==> src/design/smfpm_pkg.sv <==
`default_nettype none
// ----------------------------------------------------------------------------
// smfpm_pkg
// Shared types and codes for the small fixed-point matrix multiply core.
// ----------------------------------------------------------------------------
package smfpm_pkg;

  // request kinds carried on s_axis_tuser
  localparam logic [1:0] REQ_WRITE_A = 2'd0;
  localparam logic [1:0] REQ_WRITE_B = 2'd1;
  localparam logic [1:0] REQ_COMPUTE = 2'd2;

  // configuration register indexes
  localparam logic CFG_DIMENSION  = 1'b0;
  localparam logic CFG_FRAC_SHIFT = 1'b1;

  localparam int IDX_W   = 2;
  localparam int VALUE_W = 32;
  localparam int TDATA_W = 40;
  localparam int CFG_W   = 5;
  localparam int DIM_W   = 3;
  localparam int SHIFT_W = 5;

  localparam logic [DIM_W-1:0] DIM_SMALL = 3'd3;

  // tags that travel alongside one multiply-accumulate term
  typedef struct packed {
    logic             first;
    logic             last_k;
    logic             last_el;
    logic [IDX_W-1:0] row;
    logic [IDX_W-1:0] col;
  } mac_tag_t;

endpackage
`default_nettype wire

==> src/design/smfpm_ram.sv <==
`default_nettype none
// ----------------------------------------------------------------------------
// smfpm_ram
// Single-port-write, single-port-read memory with registered read data.
// ----------------------------------------------------------------------------
module smfpm_ram #(
  parameter int DEPTH = 16,
  parameter int WIDTH = 32,
  parameter int AW    = 4
) (
  input  wire logic             clk,
  input  wire logic             we,
  input  wire logic [AW-1:0]    waddr,
  input  wire logic [WIDTH-1:0] wdata,
  input  wire logic             re,
  input  wire logic [AW-1:0]    raddr,
  output logic      [WIDTH-1:0] rdata
);

  logic [WIDTH-1:0] mem [DEPTH];

  always_ff @(posedge clk) begin
    if (we) begin
      mem[waddr] <= wdata;
    end
  end

  always_ff @(posedge clk) begin
    if (re) begin
      rdata <= mem[raddr];
    end
  end

endmodule
`default_nettype wire

==> src/design/smfpm_mac.sv <==
`default_nettype none
// ----------------------------------------------------------------------------
// smfpm_mac
// Pipelined multiply-accumulate: partial products, product, accumulator.
// Products and sums wrap to DATA_WIDTH bits.
// ----------------------------------------------------------------------------
module smfpm_mac #(
  parameter int DATA_WIDTH = 32
) (
  input  wire logic                  clk,
  input  wire logic                  rst,
  input  wire logic                  adv,
  input  wire logic                  in_valid,
  input  wire smfpm_pkg::mac_tag_t   in_tag,
  input  wire logic [DATA_WIDTH-1:0] a,
  input  wire logic [DATA_WIDTH-1:0] b,
  output logic                       done,
  output smfpm_pkg::mac_tag_t        done_tag,
  output logic [DATA_WIDTH-1:0]      acc
);

  import smfpm_pkg::*;

  localparam int H = (DATA_WIDTH + 1) / 2;

  logic                  v_m1;
  mac_tag_t              tag_m1;
  logic [DATA_WIDTH-1:0] prod_next;
  logic                  v_m2;
  mac_tag_t              tag_m2;
  logic [DATA_WIDTH-1:0] prod;

  generate
    if (DATA_WIDTH <= 32) begin : g_narrow
      logic [DATA_WIDTH-1:0] ll;
      always_ff @(posedge clk) begin
        if (adv) begin
          ll <= DATA_WIDTH'(a * b);
        end
      end
      assign prod_next = ll;
    end else begin : g_wide
      // low half of a wide product from three half-width multiplies
      logic [2*H-1:0] ae;
      logic [2*H-1:0] be;
      logic [2*H-1:0] ll;
      logic [H-1:0]   x1;
      logic [H-1:0]   x2;
      logic [H-1:0]   xs;
      assign ae = (2*H)'(a);
      assign be = (2*H)'(b);
      assign xs = H'(x1 + x2);
      always_ff @(posedge clk) begin
        if (adv) begin
          ll <= (2*H)'(ae[H-1:0]) * (2*H)'(be[H-1:0]);
          x1 <= H'(ae[H-1:0] * be[2*H-1:H]);
          x2 <= H'(ae[2*H-1:H] * be[H-1:0]);
        end
      end
      assign prod_next = DATA_WIDTH'(ll + ((2*H)'(xs) << H));
    end
  endgenerate

  always_ff @(posedge clk) begin
    if (rst) begin
      v_m1 <= 1'b0;
      v_m2 <= 1'b0;
      done <= 1'b0;
    end else if (adv) begin
      v_m1 <= in_valid;
      v_m2 <= v_m1;
      done <= v_m2 && tag_m2.last_k;
    end
  end

  always_ff @(posedge clk) begin
    if (adv) begin
      tag_m1 <= in_tag;
      tag_m2 <= tag_m1;
      prod   <= prod_next;
      if (v_m2) begin
        acc      <= tag_m2.first ? prod : DATA_WIDTH'(acc + prod);
        done_tag <= tag_m2;
      end
    end
  end

endmodule
`default_nettype wire

==> src/design/small_matrix_fixed_point_multiply_core.sv <==
`default_nettype none
// Write transfers produce no result.
// A compute transfer holds the input off until its final MAC term issues; one
// MAC per cycle while the output is not stalled, set by the single read port of
// each element store. Synchronous active-high reset clears control only;
// stores are undefined until written, dimension resets to 4 and frac_shift to 0.
// ----------------------------------------------------------------------------
// small_matrix_fixed_point_multiply_core
// Loads matrices A and B into element stores and streams out the shifted,
// wrapped products C(r,c) = sum_k A(k,c) * B(r,k) in row-major order.
// ----------------------------------------------------------------------------
module small_matrix_fixed_point_multiply_core #(
  parameter int MAX_DIM    = 4,
  parameter int DATA_WIDTH = 32
) (
  input  wire logic                            clk,
  input  wire logic                            rst,
  input  wire logic                            cfg_we,
  input  wire logic                            cfg_index,
  input  wire logic [smfpm_pkg::CFG_W-1:0]     cfg_data,
  input  wire logic                            s_axis_tvalid,
  output logic                                 s_axis_tready,
  // [1:0] elem_row, [3:2] elem_col, [35:4] elem_value, [39:36] zero
  input  wire logic [smfpm_pkg::TDATA_W-1:0]   s_axis_tdata,
  // [1:0] req_type
  input  wire logic [1:0]                      s_axis_tuser,
  output logic                                 m_axis_tvalid,
  input  wire logic                            m_axis_tready,
  // [1:0] out_row, [3:2] out_col, [35:4] out_value, [39:36] zero
  output logic [smfpm_pkg::TDATA_W-1:0]        m_axis_tdata,
  output logic                                 m_axis_tlast
);

  import smfpm_pkg::*;

  localparam int CELLS = MAX_DIM * MAX_DIM;
  localparam int AW    = $clog2(CELLS);

  logic [DIM_W-1:0]   dimension;
  logic [SHIFT_W-1:0] frac_shift;

  logic               busy;
  logic [IDX_W-1:0]   dim_m1;
  logic [IDX_W-1:0]   r;
  logic [IDX_W-1:0]   c;
  logic [IDX_W-1:0]   k;
  logic               adv;
  logic               in_xfer;
  logic               wr_ok;
  logic [IDX_W-1:0]   in_row;
  logic [IDX_W-1:0]   in_col;
  logic [AW-1:0]      waddr;
  logic signed [63:0] wval;
  logic [AW-1:0]      a_addr;
  logic [AW-1:0]      b_addr;
  logic               last_issue;

  logic                  v_s1;
  mac_tag_t              tag_s1;
  mac_tag_t              issue_tag;
  logic [DATA_WIDTH-1:0] a_rd;
  logic [DATA_WIDTH-1:0] b_rd;
  logic                  done;
  mac_tag_t              done_tag;
  logic [DATA_WIDTH-1:0] acc;
  logic signed [63:0]    acc_ext;
  logic signed [63:0]    shifted;

  // configuration
  always_ff @(posedge clk) begin
    if (rst) begin
      dimension  <= 3'd4;
      frac_shift <= '0;
    end else if (cfg_we) begin
      case (cfg_index)
        CFG_DIMENSION:  dimension  <= cfg_data[DIM_W-1:0];
        CFG_FRAC_SHIFT: frac_shift <= cfg_data[SHIFT_W-1:0];
        default: ;
      endcase
    end
  end

  // input side
  assign s_axis_tready = !busy;
  assign in_xfer       = s_axis_tvalid && s_axis_tready;
  assign in_row        = s_axis_tdata[1:0];
  assign in_col        = s_axis_tdata[3:2];
  assign wr_ok         = in_xfer && ({1'b0, in_row} < 3'(MAX_DIM))
                         && ({1'b0, in_col} < 3'(MAX_DIM));
  assign waddr         = AW'(AW'(in_row) * AW'(MAX_DIM) + AW'(in_col));
  assign wval          = 64'(signed'(s_axis_tdata[35:4]));

  // issue sequencer: k innermost, then column, then row
  assign adv        = !m_axis_tvalid || m_axis_tready;
  assign last_issue = (r == dim_m1) && (c == dim_m1) && (k == dim_m1);
  assign a_addr     = AW'(AW'(k) * AW'(MAX_DIM) + AW'(c));
  assign b_addr     = AW'(AW'(r) * AW'(MAX_DIM) + AW'(k));

  assign issue_tag.first   = (k == '0);
  assign issue_tag.last_k  = (k == dim_m1);
  assign issue_tag.last_el = last_issue;
  assign issue_tag.row     = r;
  assign issue_tag.col     = c;

  always_ff @(posedge clk) begin
    if (rst) begin
      busy <= 1'b0;
    end else if (in_xfer && s_axis_tuser == REQ_COMPUTE) begin
      busy <= 1'b1;
    end else if (busy && adv && last_issue) begin
      busy <= 1'b0;
    end
  end

  always_ff @(posedge clk) begin
    if (in_xfer && s_axis_tuser == REQ_COMPUTE) begin
      dim_m1 <= (dimension == DIM_SMALL) ? IDX_W'(2) : IDX_W'(MAX_DIM - 1);
      r      <= '0;
      c      <= '0;
      k      <= '0;
    end else if (busy && adv) begin
      if (k == dim_m1) begin
        k <= '0;
        if (c == dim_m1) begin
          c <= '0;
          r <= IDX_W'(r + 1'b1);
        end else begin
          c <= IDX_W'(c + 1'b1);
        end
      end else begin
        k <= IDX_W'(k + 1'b1);
      end
    end
  end

  smfpm_ram #(
    .DEPTH (CELLS),
    .WIDTH (DATA_WIDTH),
    .AW    (AW)
  ) u_ram_a (
    .clk   (clk),
    .we    (wr_ok && s_axis_tuser == REQ_WRITE_A),
    .waddr (waddr),
    .wdata (wval[DATA_WIDTH-1:0]),
    .re    (busy && adv),
    .raddr (a_addr),
    .rdata (a_rd)
  );

  smfpm_ram #(
    .DEPTH (CELLS),
    .WIDTH (DATA_WIDTH),
    .AW    (AW)
  ) u_ram_b (
    .clk   (clk),
    .we    (wr_ok && s_axis_tuser == REQ_WRITE_B),
    .waddr (waddr),
    .wdata (wval[DATA_WIDTH-1:0]),
    .re    (busy && adv),
    .raddr (b_addr),
    .rdata (b_rd)
  );

  // tags aligned with the registered read data
  always_ff @(posedge clk) begin
    if (rst) begin
      v_s1 <= 1'b0;
    end else if (adv) begin
      v_s1 <= busy;
    end
  end

  always_ff @(posedge clk) begin
    if (adv) begin
      tag_s1 <= issue_tag;
    end
  end

  smfpm_mac #(
    .DATA_WIDTH (DATA_WIDTH)
  ) u_mac (
    .clk      (clk),
    .rst      (rst),
    .adv      (adv),
    .in_valid (v_s1),
    .in_tag   (tag_s1),
    .a        (a_rd),
    .b        (b_rd),
    .done     (done),
    .done_tag (done_tag),
    .acc      (acc)
  );

  // arithmetic shift on the sign-extended sum, low 32 bits out
  assign acc_ext = 64'(signed'(acc));
  assign shifted = acc_ext >>> frac_shift;

  always_ff @(posedge clk) begin
    if (rst) begin
      m_axis_tvalid <= 1'b0;
    end else if (adv) begin
      m_axis_tvalid <= done;
    end
  end

  always_ff @(posedge clk) begin
    if (adv && done) begin
      m_axis_tdata <= {4'b0, shifted[VALUE_W-1:0], done_tag.col, done_tag.row};
      m_axis_tlast <= done_tag.last_el;
    end
  end

`ifndef SYNTH
  a_compute_starts: assert property (@(posedge clk) disable iff (rst)
    (in_xfer && s_axis_tuser == REQ_COMPUTE) |=> busy)
    else $error("compute transfer did not start the sequencer");

  a_last_on_diagonal: assert property (@(posedge clk) disable iff (rst)
    (m_axis_tvalid && m_axis_tlast) |-> (m_axis_tdata[1:0] == m_axis_tdata[3:2]))
    else $error("last marker away from the final diagonal element");

  a_issue_ends: assert property (@(posedge clk) disable iff (rst)
    (busy && adv && last_issue) |=> !busy)
    else $error("sequencer still busy after final issue");
`endif

endmodule
`default_nettype wire

==> config.mk <==
export PLATFORM = sky130hd
export DESIGN_NAME = small_matrix_fixed_point_multiply_core
export DESIGN_NICKNAME = d
export VERILOG_FILES = /design/src/design/smfpm_pkg.sv /design/src/design/smfpm_ram.sv /design/src/design/smfpm_mac.sv /design/src/design/small_matrix_fixed_point_multiply_core.sv
export SDC_FILE = /design/constraint.sdc
export NUM_CORES = 2
export LEC_CHECK = 0
export ABC_AREA = 1
export BUFFER_PORTS_ARGS = -buffer_cell sky130_fd_sc_hd__buf_2
export CORE_MARGIN = 2
export CORE_UTILIZATION = 35
export CTS_CLUSTER_DIAMETER = 100
export CTS_CLUSTER_SIZE = 40
export DETAILED_ROUTE_END_ITERATION = 8
export GPL_ROUTABILITY_DRIVEN = 0
export SLEW_MARGIN = 40
export SYNTH_ARGS = -nofsm -noshare
export SYNTH_HDL_FRONTEND = slang
export SYNTH_HIERARCHICAL = 1
export SYNTH_SLANG_ARGS = --single-unit
==> constraint.sdc <==
create_clock -name clk -period 7.4 [get_ports clk]
set_input_delay 0.74 -clock clk [delete_from_list [all_inputs] [get_ports clk]]
set_output_delay 0.74 -clock clk [all_outputs]
set_load 0.01 [all_outputs]
After elaboration in Yosys (flattened, before gate mapping)
Memories as Yosys holds them, arrays and structs flattened. A register that Yosys moved wholly into a read port is not among the register bits.
Cells that the tools add are included.
{"block": "op_classes", "mul": 1, "n_mux": 10, "n_reduce_logical": 21, "n_div": 0, "add_sub_neg": 7, "eq_ne": 6, "bitwise": 1, "n_shift": 1, "n_lt_le_gt_ge": 0}
{"op": "adder 32 bit", "count": 1}
{"op": "multiplier 32 x 32 -> 32 bit", "count": 1}
{"op": "2-to-1 mux 32 bit", "count": 1}
{"op": ">>> shifter 32 x 5 -> 32 bit", "count": 1}
{"op": "adder 4 x 2 -> 4 bit", "count": 3}
{"op": "logical AND 1 bit", "count": 10}
{"op": "AND reduction 2 bit", "count": 4}
{"op": "2-to-1 mux 1 bit", "count": 7}
{"op": "adder 2 x 1 -> 2 bit (second input constant)", "count": 3}
{"op": "== test 2 bit", "count": 3}
{"op": "logical NOT 2 bit", "count": 2}
{"op": "2-to-1 mux 2 bit", "count": 2}
{"op": "== test 3 x 2 -> 1 bit (second input constant)", "count": 1}
{"op": "AND reduction 3 bit", "count": 1}
{"op": "== test 2 x 1 -> 1 bit (second input constant)", "count": 1}
{"op": "== test 2 bit (second input constant)", "count": 1}
{"op": "logical NOT 1 bit", "count": 2}
{"op": "nonzero test 2 bit", "count": 1}
{"op": "logical OR 1 bit", "count": 1}
{"op": "inverter 1 bit", "count": 1}
{"block": "word_totals", "latchBits": 0, "mem_bits_ro": 0, "wordCells": 84, "in_bits": 53, "mem_count": 2, "mem_bits_rw": 1024, "ff_bits": 181}
{"name": "u_ram_a.mem", "depth": 16, "width": 32, "rd": 1, "rd_ports_with_merged_regs": 1, "wr": 1, "line_no": "smfpm_ram.sv:20", "rtl": "logic [WIDTH-1:0] mem [DEPTH];"}
{"name": "u_ram_b.mem", "depth": 16, "width": 32, "rd": 1, "rd_ports_with_merged_regs": 1, "wr": 1, "line_no": "smfpm_ram.sv:20"}

Longest topological paths before layout
{"block": "logic_depth", "ltp_word": 6, "depth_mapped": 30, "ltp_nobuf": 28}

Modules after synthesis
The synthesis kept the hierarchy.
{"mod": "smfpm_ram (u_ram_a)", "area_per_inst_um2": 23052.1, "cells_per_inst": 2122, "instances": 1, "seq_area_each_um2": 16335.7}
{"mod": "smfpm_ram (u_ram_b)", "area_per_inst_um2": 23050.9, "cells_per_inst": 2120, "instances": 1, "seq_area_each_um2": 16335.7}
{"mod": "smfpm_mac", "area_per_inst_um2": 22624.2, "cells_per_inst": 2826, "instances": 1, "seq_area_each_um2": 3573.4}
{"mod": "small_matrix_fixed_point_multiply_core", "area_per_inst_um2": 3950.0, "cells_per_inst": 541, "instances": 1, "seq_area_each_um2": 1691.6}

Worst setup path before layout
No wires, ideal clock.
{"block": "synth_timing", "path_kind": "register to register", "from": "register u_ram_b.rdata[2] (read register of u_ram_b.mem)", "to": "register u_mac.g_narrow.ll[30], data pin", "path_slack_ps": 832, "t_arrival_ps": 6316, "period_less_slack_ps": 6568, "stages_incl_launch_ff": 25, "path_cell_list": "edfxtp_1 -> clkbuf_1 -> buf_1 -> nand2_1 -> fa_1 -> fa_1 -> inv_1 -> fa_1 -> inv_1 -> fa_1 -> inv_1 -> fa_1 -> inv_1 -> fa_1 -> fa_1 -> fa_1 -> inv_1 -> ha_1 -> nand2_1 -> inv_1 -> nand3_1 -> or3_1 -> o221a_2 -> nand3_1 -> nand2_1"}
{"block": "synth_via", "elab_chain_cells": 1}
{"item": "start: declaration", "line_no": "smfpm_ram.sv:17", "rtl": "output logic [WIDTH-1:0] rdata"}
{"item": "multiplier 32 x 32 -> 32 bit", "line_no": "smfpm_mac.sv:38", "rtl": "ll <= DATA_WIDTH'(a * b);"}
{"item": "end signal: assignment", "line_no": "smfpm_mac.sv:38"}
{"item": "end: declaration", "line_no": "smfpm_mac.sv:35", "rtl": "logic [DATA_WIDTH-1:0] ll;"}
No other way between the ends.
A chain may end at the register's enable or synchronous reset.

Final worst setup path
{"block": "layout_timing", "from": "register u_ram_b.rdata[8] (read register of u_ram_b.mem)", "to": "register u_mac.g_narrow.ll[26], data pin"}
The elaborated chain is that of the path after synthesis.

==> impl_metrics.ini <==
[route]
vias = 49800
drt_wl_total_um = 184000
viasPerCell = 4.85
drc = 0
drt_iter0_drc = 4661
final_antenna_net_count = 0
dr.pass1.iters = 7
routedWlPerCell_um = 18.0

[sta]
finalCriticalPeriod_ns = 7.12
worstMarginPinSlew_ns = 0.898
rsz0062_at_grt = no
finalCritPeriodShare_pct = 96.1
max_slew_margin_pct = 40.2
drv_slew = 0
hold_viol = 0
setup_violations = 0
clock.fmax_mhz = 141
finalSetupTns_ns = 0
fin_worst_skew_ns = 0.0694

[clocking]
cts-buffers-inserted = 48
cts_resized = 0
tritoncts = done
clk_pin_slew_ns = 0.12
cts_root_buffer = clkbuf_16
clk_latency_ns = 0.78
cts_max_level = 2
ctsHoldBuffers = 0
clockBufferDepth = 3
cts.sinks = 1268

[global_routing]
globalRouteMet3Util_pct = 1.68
grt_busiest_layer = met2
grt_usage_pct = 17.3
use_met2_pct = 29.9
grt_pass1_vias = 48100
gr-usage-met1_pct = 23.2
overflow = 0
grt_max_degree = 167
grt_pass1_wl_um = 283000
antenna_found_initial = 14

[min_path]
hold_depth = 3
holdPathEnd = dimension[2]$_SDFFE_PP1P_
hp-start = cfg_data[2]
hold_path_class = primary input to flip-flop

[layout]
syn2layout_area_growth_pct = 6.91
fillers = 20100
drive_above_1_share_pct = 5.37
nNetsFinal = 8129

[die]
core_area_um2 = 207000
die_w_um = 459
dieArea_um2 = 211000
start_util_pct = 35.1
die-height_um = 459
io_pins = 96
row_count = 167

[placement]
place_hpwl_um = 120000
portBuffers = 87

[worst_setup_path]
endpoint_kind = flip-flop
startpoint_type = flip-flop
rr_startpoint = u_ram_b/rdata[8]$_DFFE_PP_
critPathArrivalTime_ns = 7.61
r2r_cells = 25
setup.worst_path.class = flip-flop to flip-flop
cp.required_ns = 7.89
r2r_slack_ns = 0.28
r2r-end = u_mac/g_narrow.ll[26]$_DFFE_PP_
critPathMaxFanout = 17

[yosys]
synth_warnings = 6
synth.cell_area_um2 = 72600
syn_inst = 7607
syn_avg_cell_area_um2 = 9.55

[run_status]
status = finished clean

[job]
maxCapViolations = 0
cell type report:
| cell class | count | area [um2] | share of cell area [%] |
|---|---|---|---|
| timing repair buffer | 209 | 1540 | 1.98 |
| clock buffer | 48 | 1200 | 1.55 |
| tap | 2704 | 3380 | 4.36 |
| multi-input combinational | 4387 | 26900 | 34.7 |
| clock inverter | 35 | 649 | 0.836 |
| sequential | 1268 | 37900 | 48.8 |
| inverter | 1598 | 6020 | 7.76 |
| antenna | 6 | 15.0 | 0.0193 |
worst max-delay path by stage:
stage / cells past startpoint / slack, ns / end / from
after global routing: 25 / 0.0002 / u_mac/g_narrow.ll[26]$_DFFE_PP_ / u_ram_a/rdata[14]$_DFFE_PP_
after floorplan: 24 / 0.83 / u_mac/g_narrow.ll[30]$_DFFE_PP_ / u_ram_b/rdata[2]$_DFFE_PP_
final: 25 / 0.28 / u_mac/g_narrow.ll[26]$_DFFE_PP_ / u_ram_b/rdata[8]$_DFFE_PP_
after global placement: 25 / 0.33 / u_mac/g_narrow.ll[26]$_DFFE_PP_ / u_ram_a/rdata[11]$_DFFE_PP_
after detailed placement: 22 / 0.34 / u_mac/g_narrow.ll[28]$_DFFE_PP_ / u_ram_a/rdata[16]$_DFFE_PP_
after CTS: 22 / 0.28 / u_mac/g_narrow.ll[28]$_DFFE_PP_ / u_ram_a/rdata[16]$_DFFE_PP_
registers in the layout (all words and copies together), names as in the netlist, 2 cells and up:
name	cells
m_axis_tdata	36
tag_s1	7
u_mac/acc	32
u_mac/done_tag	5
c	2
frac_shift	5
dimension	3
u_mac/g_narrow.ll	32
k	2
u_ram_a/mem	512
u_mac/tag_m1	7
u_ram_a/rdata	32
u_mac/prod	32
u_mac/tag_m2	7
u_ram_b/rdata	32
r	2
u_ram_b/mem	512
critical path: stages, from the launching register on:
cell,delay (ns)
edfxtp_1,0.58
buf_4,0.33
nand2_1,0.12
fa_1,0.55
inv_1,0.06
fa_1,0.41
inv_1,0.08
fa_1,0.42
fa_1,0.49
inv_1,0.05
fa_1,0.50
inv_1,0.06
fa_1,0.55
fa_1,0.45
fa_1,0.50
inv_1,0.04
ha_1,0.35
a21oi_1,0.26
o21ai_0,0.13
a21oi_1,0.27
nand3_1,0.20
nand3_1,0.11
nand2_1,0.08
nand2_1,0.07
nand2_1,0.06
xor2_1,0.15
layout by cell type, fill, tap and decap left out, drive strengths merged, types with 20 or more instances in the layout:
cell type,count
o21ai,59
clkbuf,48
edfxtp,1248
ha,155
a21oi,83
nor2,109
inv,1615
xor2,28
nand2,2380
nand3,1046
dfxtp,20
fa,409
buf,209
per-layer routing:
metal	wire length (um)	part of all wire [%]
met1	79700	43
met2	90900	49
met3	9600	5.2
met4	4300	2.3
met5	51	0.028
per-stage QoR:
stage / hold WS, ns / area, um2 / setup slack [ns] / util, % / std cells
floorplan: 0.400 / 72600 / 0.832 / - / 7610
finish: 0.237 / 77600 / 0.285 / 37.6 / 10300
global route: 0.207 / 77600 / 0.000190 / 37.6 / 10200
detailed placement: 0.405 / 75700 / 0.337 / 36.6 / 10200
CTS: 0.185 / 77500 / 0.275 / 37.5 / 10200
global placement: 0.402 / 75600 / 0.326 / 36.6 / 10200
what timing repair did:
| item | CTS | global route |
|---|---|---|
| endpoints found under the hold margin | 0 | 0 |
| buffers inserted | 0 | 4 |
| endpoints found under the setup margin | 0 | 2 |
Power is left out: the tool's default activity adds up to more than one toggle a clock period on the data nets, which glitch-free logic cannot reach.
